<file path="config.mk">
export PLATFORM = sky130hd
export DESIGN_NAME = ipfb_front
export DESIGN_NICKNAME = d
export VERILOG_FILES = /design/src/sv/ipfb_pkg.sv /design/src/sv/ipfb_front.sv
export SDC_FILE = /design/constraint.sdc
export NUM_CORES = 1
export LEC_CHECK = 0
export BUFFER_PORTS_ARGS = -buffer_cell sky130_fd_sc_hd__buf_2
export CORE_UTILIZATION = 50
export DETAILED_ROUTE_END_ITERATION = 16
export PLACE_DENSITY = 0.68
export SLEW_MARGIN = 25
export SYNTH_ARGS = -nofsm -noshare
export SYNTH_HDL_FRONTEND = slang
export SYNTH_SLANG_ARGS = --single-unit
</file>
<file path="constraint.sdc">
create_clock -name clock -period 8.88 [get_ports clock]
set_input_delay 1.776 -clock clock [delete_from_list [all_inputs] [get_ports clock]]
set_output_delay 1.776 -clock clock [all_outputs]
set_load 0.02 [all_outputs]
</file>
<file path="src/sv/ipfb_pkg.sv">
// Shared constants, register codes and queue item type for the palette frame blitter.
`default_nettype none

package ipfb_pkg;

   localparam int PALETTE_ENTRIES = 256;
   localparam int PAL_ADDR_BITS   = $clog2(PALETTE_ENTRIES);
   localparam int ADDRESS_BITS    = 32;
   localparam int INDEX_BITS      = 8;
   localparam int COLOR_BITS      = 24;
   localparam int GEOM_BITS       = 16;
   localparam int WIDE_BITS       = 2 * GEOM_BITS;
   localparam int CSR_INDEX_BITS  = 3;
   localparam int CSR_DATA_BITS   = 16;
   localparam int QUEUE_DEPTH     = 4;
   localparam int QUEUE_PTR_BITS  = $clog2(QUEUE_DEPTH);

   typedef enum logic [CSR_INDEX_BITS-1:0] {
      CSR_FRAME_LEFT         = 3'd0,
      CSR_FRAME_TOP          = 3'd1,
      CSR_FRAME_WIDTH        = 3'd2,
      CSR_FRAME_HEIGHT       = 3'd3,
      CSR_CANVAS_STRIDE      = 3'd4,
      CSR_TRANSPARENT_ENABLE = 3'd5,
      CSR_TRANSPARENT_INDEX  = 3'd6,
      CSR_OPAQUE_CANVAS      = 3'd7
   } csr_index_type;

   typedef struct packed {
      logic                    load;
      logic [INDEX_BITS-1:0]   index;
      logic [COLOR_BITS-1:0]   color;
      logic [ADDRESS_BITS-1:0] address;
      logic                    write_color;
      logic                    write_alpha;
      logic                    last_pixel;
   } item_type;

endpackage

`default_nettype wire

</file>
<file path="src/sv/ipfb_front.sv">
// Front end: registers, item classification and raster address generation.
`default_nettype none

module ipfb_front (
   input  wire logic                                clock,
   input  wire logic                                reset,
   input  wire logic                                req_push,
   output logic                                     req_full,
   input  wire logic                                req_mode,
   input  wire logic [ipfb_pkg::INDEX_BITS-1:0]     req_color_index,
   input  wire logic [ipfb_pkg::COLOR_BITS-1:0]     req_palette_color,
   input  wire logic                                csr_write,
   input  wire logic [ipfb_pkg::CSR_INDEX_BITS-1:0] csr_index,
   input  wire logic [ipfb_pkg::CSR_DATA_BITS-1:0]  csr_wdata,
   input  wire logic                                queue_full,
   output logic                                     item_push,
   output ipfb_pkg::item_type                       item
);
   import ipfb_pkg::*;

   logic [GEOM_BITS-1:0]    left_ff, top_ff, width_ff, height_ff, stride_ff;
   logic                    trans_en_ff;
   logic [INDEX_BITS-1:0]   trans_idx_ff;
   logic                    opaque_ff;

   logic [ADDRESS_BITS-1:0] origin_ff, origin_in;
   logic [ADDRESS_BITS-1:0] step_ff, step_in;
   logic                    settle_ff;
   logic                    start_ff;
   logic [GEOM_BITS-1:0]    column_ff, row_ff;
   logic [ADDRESS_BITS-1:0] next_addr_ff;

   logic [GEOM_BITS-1:0]    width_eff, height_eff;
   logic [WIDE_BITS-1:0]    product;
   logic [ADDRESS_BITS-1:0] pixel_addr;
   logic [GEOM_BITS:0]      column_plus, row_plus;
   logic                    row_end, last, accept, pixel, geom_write;
   logic                    write_color;

   // Zero width or height behaves as one.
   assign width_eff  = (width_ff  == '0) ? GEOM_BITS'(1) : width_ff;
   assign height_eff = (height_ff == '0) ? GEOM_BITS'(1) : height_ff;

   assign product   = WIDE_BITS'(top_ff) * WIDE_BITS'(stride_ff);
   assign origin_in = ADDRESS_BITS'(product + WIDE_BITS'(left_ff));
   assign step_in   = ADDRESS_BITS'(WIDE_BITS'(stride_ff) - WIDE_BITS'(width_eff)
                                    + WIDE_BITS'(1));

   // Hold off items in the cycle after a write so origin and step settle.
   assign req_full = queue_full | settle_ff;
   assign accept   = req_push & ~req_full;
   assign pixel    = accept & req_mode;

   assign pixel_addr  = start_ff ? origin_ff : next_addr_ff;
   assign column_plus = {1'b0, column_ff} + 1'b1;
   assign row_plus    = {1'b0, row_ff} + 1'b1;
   assign row_end     = (column_plus >= {1'b0, width_eff});
   assign last        = row_end & (row_plus >= {1'b0, height_eff});

   assign write_color = ~(trans_en_ff & (req_color_index == trans_idx_ff));

   assign geom_write = csr_write & (csr_index <= CSR_CANVAS_STRIDE);

   always_comb begin
      item.load        = ~req_mode;
      item.index       = req_color_index;
      item.color       = req_palette_color;
      item.address     = pixel_addr;
      item.write_color = write_color;
      item.write_alpha = write_color & ~opaque_ff;
      item.last_pixel  = last;
   end
   assign item_push = accept;

   always_ff @(posedge clock) begin
      if (reset) begin
         left_ff      <= '0;
         top_ff       <= '0;
         width_ff     <= GEOM_BITS'(1);
         height_ff    <= GEOM_BITS'(1);
         stride_ff    <= GEOM_BITS'(1);
         trans_en_ff  <= 1'b0;
         trans_idx_ff <= '0;
         opaque_ff    <= 1'b0;
      end else if (csr_write) begin
         unique case (csr_index_type'(csr_index))
            CSR_FRAME_LEFT:         left_ff      <= csr_wdata[GEOM_BITS-1:0];
            CSR_FRAME_TOP:          top_ff       <= csr_wdata[GEOM_BITS-1:0];
            CSR_FRAME_WIDTH:        width_ff     <= csr_wdata[GEOM_BITS-1:0];
            CSR_FRAME_HEIGHT:       height_ff    <= csr_wdata[GEOM_BITS-1:0];
            CSR_CANVAS_STRIDE:      stride_ff    <= csr_wdata[GEOM_BITS-1:0];
            CSR_TRANSPARENT_ENABLE: trans_en_ff  <= csr_wdata[0];
            CSR_TRANSPARENT_INDEX:  trans_idx_ff <= csr_wdata[INDEX_BITS-1:0];
            CSR_OPAQUE_CANVAS:      opaque_ff    <= csr_wdata[0];
            default:                opaque_ff    <= opaque_ff;
         endcase
      end
   end

   always_ff @(posedge clock) begin
      if (reset) begin
         origin_ff <= '0;
         step_ff   <= ADDRESS_BITS'(1);
         settle_ff <= 1'b0;
      end else begin
         origin_ff <= origin_in;
         step_ff   <= step_in;
         settle_ff <= csr_write;
      end
   end

   // Raster walk: restart on a geometry write or after the last pixel.
   always_ff @(posedge clock) begin
      if (reset) begin
         start_ff     <= 1'b1;
         column_ff    <= '0;
         row_ff       <= '0;
         next_addr_ff <= '0;
      end else if (geom_write) begin
         start_ff  <= 1'b1;
         column_ff <= '0;
         row_ff    <= '0;
      end else if (pixel) begin
         if (last) begin
            start_ff  <= 1'b1;
            column_ff <= '0;
            row_ff    <= '0;
         end else if (row_end) begin
            start_ff     <= 1'b0;
            column_ff    <= '0;
            row_ff       <= row_plus[GEOM_BITS-1:0];
            next_addr_ff <= pixel_addr + step_ff;
         end else begin
            start_ff     <= 1'b0;
            column_ff    <= column_plus[GEOM_BITS-1:0];
            next_addr_ff <= pixel_addr + 1'b1;
         end
      end
   end

endmodule

`default_nettype wire

</file>
==> results_dict.tcl, run 1 <==
set metrics [dict create \
    cts_htree_levels 1 \
    antenna-diode-count 0 \
    layout.nets 2939 \
    ant_nets 0 \
    clkSinkCount 206 \
    period_needed_ns 6.91 \
    cts.reportedPaths.clkPinSlew_ns 0.06 \
    global_placer_s_final_weighted_congestion 0.908 \
    synth.ff_latch_count 206 \
    cp.arrival_ns 7.38 \
    fp.dieH_um 205 \
    worst_r2r_endpoint "next_addr_ff[16]" \
    detail_route.wl_per_cell_um 17.8 \
    post_cts.resized_instances 0 \
    synthCells 2506 \
    placement_rows 73 \
    start_util_pct 51.2 \
    synth_common_cells "sky130_fd_sc_hd__nand2_1, sky130_fd_sc_hd__inv_1, sky130_fd_sc_hd__fa_1" \
    ys_types 75 \
    drt-total-wl_um 53900 \
    via_count_of_the_first_global_routing_pass 16400 \
    cts-buffers-inserted 23 \
    clock_path_buffers 3 \
    fill_cells 3672 \
    total_standard_cell_area_after_synthesis_mm2 0.0206 \
    synth_most_common_cell "sky130_fd_sc_hd__nand2_1" \
    synth_seq_area_share_pct 20.0 \
    post-route-period-util_pct 77.8 \
    start_kind "flop" \
    io-pin-count 127 \
    status "completed" \
    pleak_nw 10.1 \
    synth_edf_count 0 \
    max-cap-violations 0 \
    cts_tree "built" \
    flow.area_growth_from_synthesis_pct 6.26 \
    vdd_ir_drop_max_mv 0.115 \
    slew_viol_final 0 \
    rrSetupSlack_ns 1.97 \
    drt_first_pass_iters 6 \
    via_count 16800 \
    mappedNetlistNets 2955 \
    grt_use_total_pct 26.1 \
    slew_headroom_pct 27.8 \
    grt_max_degree 93 \
    postSynthAreaPerCell_um2 8.22 \
    hold_end "next_addr_ff[10]" \
    tightestPinTransition_ns 1.08 \
    initialDrtViolationCount 1267 \
    postSynth.asyncResetShare_pct 0 \
    crit_required_ns 9.36 \
    netlist.top_cell.by_area "sky130_fd_sc_hd__fa_1" \
    core_area_mm2 0.0402 \
    postCtsHoldBufs 0 \
    drc 0 \
    hpwlAfterDp_um 40700 \
    floorplan.die.width_um 205 \
    worstHoldPathType "flop to flop" \
    worst_setup_path_end_kind "flop" \
    yosys.area.top_type_share_pct 20.6 \
    insertion_delay_ns 0.54 \
    die_ar_mm2 0.0420 \
    hp-start "next_addr_ff[10]" \
    synth.top_cells.by_area "sky130_fd_sc_hd__fa_1, sky130_fd_sc_hd__dfxtp_1, sky130_fd_sc_hd__ha_1" \
    drive_gt1_share_pct 7.23 \
    totalPowerFinal_mw 2.35 \
    clock_tree_root "sky130_fd_sc_hd__clkbuf_16" \
    synth_ff_type "sky130_fd_sc_hd__dfxtp_1" \
    final.setup.tns_ns 0 \
    r2r.worst_path.cells 26 \
    r2r-start "column_ff[0]" \
    timing_hold_violations_final 0 \
    power_density_mw_per_mm2 108 \
    setup.worst_path.class "flop to flop" \
    timing.clock.skew_ns 0.0260 \
    synth-warning-count 0 \
    grt_pass1_wl_um 86900 \
    number_of_antenna_violations_at_the_first_check_in_global_routing 0 \
    overflow 0 \
    placement.io_buffers 78 \
    unrepaired_setup_endpoints_after_global_routing "no" \
    worst-path-max-fanout 28 \
    maxClockFrequency_ghz 0.145 \
    holdPathStages 2 \
    post_cts.repair.setup_buffers 0 \
    setup_viol 0 \
    vias_per_cell 5.53 \
]
==> metrics by stage <==
step	instances	hold WS, ns	utilization (%)	setup slack, ns	instance area, um2
detailed placement	2990	0.448	52.5	2.05	21100
floorplan	2506	0.429	-	2.56	20600
global placement	2990	0.435	52.5	2.26	21100
finish	3029	0.457	54.4	1.97	21900
global route	3029	0.477	54.4	1.46	21900
CTS	3029	0.456	54.4	2.04	21900
==> sequential cells by signal, summed over array words and instances (netlist names), 8 cells and up <==
register / flops
next_addr_ff: 32
origin_ff: 32
step_ff: 18
column_ff: 16
height_ff: 16
left_ff: 16
row_ff: 16
stride_ff: 16
top_ff: 16
width_ff: 16
trans_idx_ff: 8
==> area by class of cell <==
| class | instances | area (um2) | area share [%] |
|---|---|---|---|
| Clock buffer | 34 | 717 | 3.28 |
| Inverter | 359 | 1350 | 6.16 |
| Tap cell | 525 | 657 | 3.00 |
| Sequential cell | 206 | 4120 | 18.8 |
| Clock inverter | 5 | 62.6 | 0.286 |
| Timing Repair Buffer | 89 | 479 | 2.19 |
| Multi-Input combinational cell | 1811 | 14500 | 66.2 |
==> where the power goes <==
part | leakage (nW) | switching [mW] | total, mW | internal (mW)
Combinational | 8.07 | 0.241 | 0.382 | 0.141
Sequential | 1.67 | 0.0300 | 0.979 | 0.949
Clock | 0.385 | 0.407 | 0.994 | 0.587
==> worst max path at each step <==
stage / slack [ns] / cells past startpoint / endpoint / startpoint
after floorplan: 2.56 / 22 / origin_ff[24] / stride_ff[1]
after global placement: 2.26 / 21 / origin_ff[24] / stride_ff[1]
after detailed placement: 2.05 / 25 / next_addr_ff[29] / column_ff[0]
after CTS: 2.04 / 26 / next_addr_ff[26] / column_ff[0]
after global routing: 1.46 / 26 / next_addr_ff[26] / column_ff[0]
final: 1.97 / 26 / next_addr_ff[16] / column_ff[0]
==> layout by cell type, fill, tap and decap left out, drive strengths merged, types with 4 or more instances in the layout <==
cell type	synthesis	layout
nand2	401	401
inv	359	361
fa	212	212
dfxtp	206	206
a21oi	182	182
ha	180	180
and2	139	139
nor2	125	125
buf	47	89
xnor2	62	62
nand3	53	53
o21ai	50	50
nor3	44	44
xor2	40	40
mux2	34	34
clkbuf	83	34
a21o	26	26
nor2b	25	25
a211oi	22	22
o21a	21	21
nand4	17	17
nor4	15	15
mux2i	15	15
and3	15	15
nand2b	13	13
o21bai	13	13
or3	11	11
a32o	9	9
nand3b	8	8
a31oi	8	8
or2	7	7
a211o	6	6
a21boi	4	4
o211ai	4	4
a2111oi	4	4
==> per-layer routing <==
layer	wire, um	share of wire, %	GRT usage, %	vias to the layer above
li1	-	-	-	8026
met1	25000	46	37.4	8051
met2	23700	44	41.0	585
met3	3780	7.0	4.01	88
met4	1320	2.5	6.30	0
met5	0	0	0	-
==> logic make-up after synthesis <==
logic type                 after synthesis  synth area share (%)
buffers and inverters                  489                  9.60
xor gates and xnor gates               102                  4.34
AOI/OAI and AO/OA                      383                  11.8
muxes                                   49                  2.59
and+or+nand+nor                        885                  20.1
adders and majority gates              392                  31.5
DFF                                    206                  20.0
==> critical path, cell delays in order, from the launching register on <==
cell                        delay, ns
sky130_fd_sc_hd__dfxtp_1         0.41
sky130_fd_sc_hd__ha_1            0.30
sky130_fd_sc_hd__and2_1          0.18
sky130_fd_sc_hd__and4_4          0.24
sky130_fd_sc_hd__and3_1          0.22
sky130_fd_sc_hd__and3_1          0.26
sky130_fd_sc_hd__nand3_1         0.15
sky130_fd_sc_hd__xnor2_1         0.16
sky130_fd_sc_hd__ha_1            0.30
sky130_fd_sc_hd__nand3_1         0.09
sky130_fd_sc_hd__or2_0           0.24
sky130_fd_sc_hd__a311o_1         0.35
sky130_fd_sc_hd__and3_4          0.20
sky130_fd_sc_hd__nand2_1         0.57
sky130_fd_sc_hd__nand2b_1        0.14
sky130_fd_sc_hd__ha_1            0.27
sky130_fd_sc_hd__fa_1            0.43
sky130_fd_sc_hd__a211oi_1        0.29
sky130_fd_sc_hd__o21ai_0         0.19
sky130_fd_sc_hd__a31oi_1         0.33
sky130_fd_sc_hd__o21ai_0         0.15
sky130_fd_sc_hd__a21oi_1         0.23
sky130_fd_sc_hd__o21bai_1        0.12
sky130_fd_sc_hd__a2111oi_0       0.46
sky130_fd_sc_hd__nor3_1          0.14
sky130_fd_sc_hd__nor4b_1         0.27
sky130_fd_sc_hd__a311o_1         0.15
(Power assumes the default switching activity.)
==> inputs of run 2 (changes only) <==
--- a/config.mk
+++ b/config.mk
@@ -8,7 +8,7 @@
 export BUFFER_PORTS_ARGS = -buffer_cell sky130_fd_sc_hd__buf_2
 export CORE_UTILIZATION = 50
 export DETAILED_ROUTE_END_ITERATION = 16
-export PLACE_DENSITY = 0.68
+export PLACE_DENSITY = 0.7
 export SLEW_MARGIN = 25
 export SYNTH_ARGS = -nofsm -noshare
 export SYNTH_HDL_FRONTEND = slang
==> constraint.sdc (replaced) <==
create_clock -name clock -period 5.9 [get_ports clock]
set_input_delay 1.18 -clock clock [delete_from_list [all_inputs] [get_ports clock]]
set_output_delay 1.18 -clock clock [all_outputs]
set_load 0.02 [all_outputs]
==> run 2 against run 1 <==
  * The run now ends with setup timing left
  * Global-route usage decreased by 0.15 points
  * Largest cell class unchanged
  * Setup slack got worse by 2.0 ns
  * Cell count increased by 5.5%
  * Sequential share of layout area decreased by 1.2 points
  * Critical path type unchanged
  * Via count increased by 4.0%
  * Non-clock buffer count increased by 166
  * Critical path depth decreased by 6
  * Maximum frequency increased by 16%
  * Register-to-register slack got worse by 2.0 ns
  * Highest routed layer unchanged
  * Utilization increased by 4.2 points
  * Clock skew decreased by 0.0024 ns
  * Clock power increased by 58%
==> results_dict.tcl, run 2 (synthesis gave the netlist of run 1 again) <==
set metrics [dict create \
    status "complete, but fails checks" \
    failed_checks "setup timing" \
    dpl-instance-area_mm2 0.0222 \
    worstHoldPathType "flop to flop" \
    placement_rows 73 \
    cts_tree "built" \
    antenna-diode-count 0 \
    drt-total-wl_um 54400 \
    fp.dieH_um 205 \
    final.setup.tns_ns -0.0985 \
    clkSinkCount 206 \
    timing.critical_path.slowest_cell_delay_ns 0.59 \
    die_ar_mm2 0.0420 \
    number_of_antenna_violations_at_the_first_check_in_global_routing 0 \
    overflow 0 \
    timing_hold_violations_final 0 \
    cts_htree_levels 1 \
    grt_max_degree 94 \
    vias_per_cell 5.45 \
    setup_viol 4 \
    crit_required_ns 6.30 \
    drt_first_pass_iters 7 \
    final_design_area_no_fill_mm2 0.0236 \
    layout.cells.most_common_list "sky130_fd_sc_hd__nand2_1, sky130_fd_sc_hd__inv_1, sky130_fd_sc_hd__fa_1" \
    start_util_pct 51.2 \
    period_needed_ns 5.95 \
    most_repeated_library_cell_on_the_critical_path "sky130_fd_sc_hd__fa_1" \
    start_kind "flop" \
    pleak_nw 11.1 \
    most_common_library_cell_in_the_layout_ignoring_fill_and_taps "sky130_fd_sc_hd__nand2_1" \
    global_placer_s_final_weighted_congestion 0.920 \
    via_count 17400 \
    io-pin-count 127 \
    worst_path_max_delay_cell "sky130_fd_sc_hd__fa_1" \
    slew_viol_final 0 \
    worst-path-max-fanout 7 \
    dp_worst_slack_ns -0.232 \
    tightestPinTransition_ns 1.03 \
    postCtsHoldBufs 0 \
    unrepaired_setup_endpoints_after_global_routing "yes" \
    clock_path_buffers 3 \
    placement.io_buffers 78 \
    pnr_worst_setup_slack_ns -0.0545 \
    detail_route.wl_per_cell_um 17.0 \
    biggestRegsByFlops "next_addr_ff (32), origin_ff (32), step_ff (18)" \
    floorplan.die.width_um 205 \
    final_util_pct 58.6 \
    setup.worst_path.class "flop to flop" \
    totalPowerFinal_mw 3.68 \
    drc 0 \
    clock_tree_root "sky130_fd_sc_hd__clkbuf_16" \
    worst_setup_path_end_kind "flop" \
    core_area_mm2 0.0402 \
    hpwlAfterDp_um 43400 \
    slew_headroom_pct 31.0 \
    cts.reportedPaths.clkPinSlew_ns 0.06 \
    max-cap-violations 0 \
    ant_nets 0 \
    layout.nets 3105 \
    cp.arrival_ns 6.35 \
    post-route-period-util_pct 101 \
    maxClockFrequency_ghz 0.168 \
    vdd_ir_drop_max_mv 0.172 \
    insertion_delay_ns 0.53 \
    power_density_mw_per_mm2 156 \
    initialDrtViolationCount 1153 \
    grt_use_total_pct 26.0 \
    grt_pass1_wl_um 87200 \
    timing.clock.skew_ns 0.0236 \
    drive_gt1_share_pct 15.9 \
    worstPathCellList "buf_6 > buf_6 > and2_4 > fa_1 > inv_2 > fa_1 > inv_2 > fa_1 > fa_1 > fa_1 > fa_1 > ha_1 > and4_1 > nand4_1 > a211o_1 > a31oi_2 > o31a_1 > o21ai_2 > a21oi_2 > mux2_4" \
    via_count_of_the_first_global_routing_pass 17100 \
    flow.area_growth_from_synthesis_pct 14.4 \
    cts-buffers-inserted 23 \
]
run 2: final timing paths:
kind / start / to / slack [ns] / cells past startpoint
setup reg to reg: stride_ff[4] / origin_ff[31] / -0.05 / 20
hold reg to reg: next_addr_ff[21] / next_addr_ff[21] / 0.45 / 2
setup / recovery: stride_ff[4] / origin_ff[31] / -0.05 / 20
hold / removal: next_addr_ff[21] / next_addr_ff[21] / 0.45 / 2
run 2: what timing repair did:
item | 4_1_cts | 5_1_grt
gates resized for setup | 31 | 72
pin swaps | 21 | 55
endpoints found under the setup margin | 9 | 23
setup buffers | 6 | 12
run 2: metrics by stage:
stage	cells	hold WS (ns)
after floorplan	2506	0.429
after global placement	3138	0.435
after detailed placement	3138	0.442
after CTS	3185	0.451
after global routing	3197	0.469
final	3197	0.452
run 2: metal layers:
layer | global-route usage (%) | wire length [um] | vias up
met1 | 37.2 | 25100 | 8427
met4 | 5.63 | 1180 | 0
li1 | - | - | 8357
met3 | 3.52 | 3720 | 81
met5 | 0 | 0 | -
met2 | 41.5 | 24400 | 557
run 2: power by group:
| part | leakage [nW] | switching [mW] | internal (mW) |
|---|---|---|---|
| registers | 1.68 | 0.0258 | 1.43 |
| logic | 8.97 | 0.398 | 0.263 |
| clock network | 0.405 | 0.629 | 0.937 |
run 2: area by class of cell:
cell class	count	area (um2)
sequential	206	4170
inverter	359	1350
tap	525	657
clock buffer	27	621
multi-input combinational	1811	14800
clock inverter	14	196
fill	3528	16600
timing repair buffer	255	1750
run 2: worst max-delay path, delay by kind of cell, from the launching register on:
kind | cells | cell delay, ns
adder cells (fa/ha/maj) | 7 | 3.33
AO/OA/AOI/OAI | 5 | 1.01
AND/OR/NAND/NOR | 3 | 0.47
flip-flops | 1 | 0.37
buffers and inverters | 4 | 0.32
multiplexers | 1 | 0.31
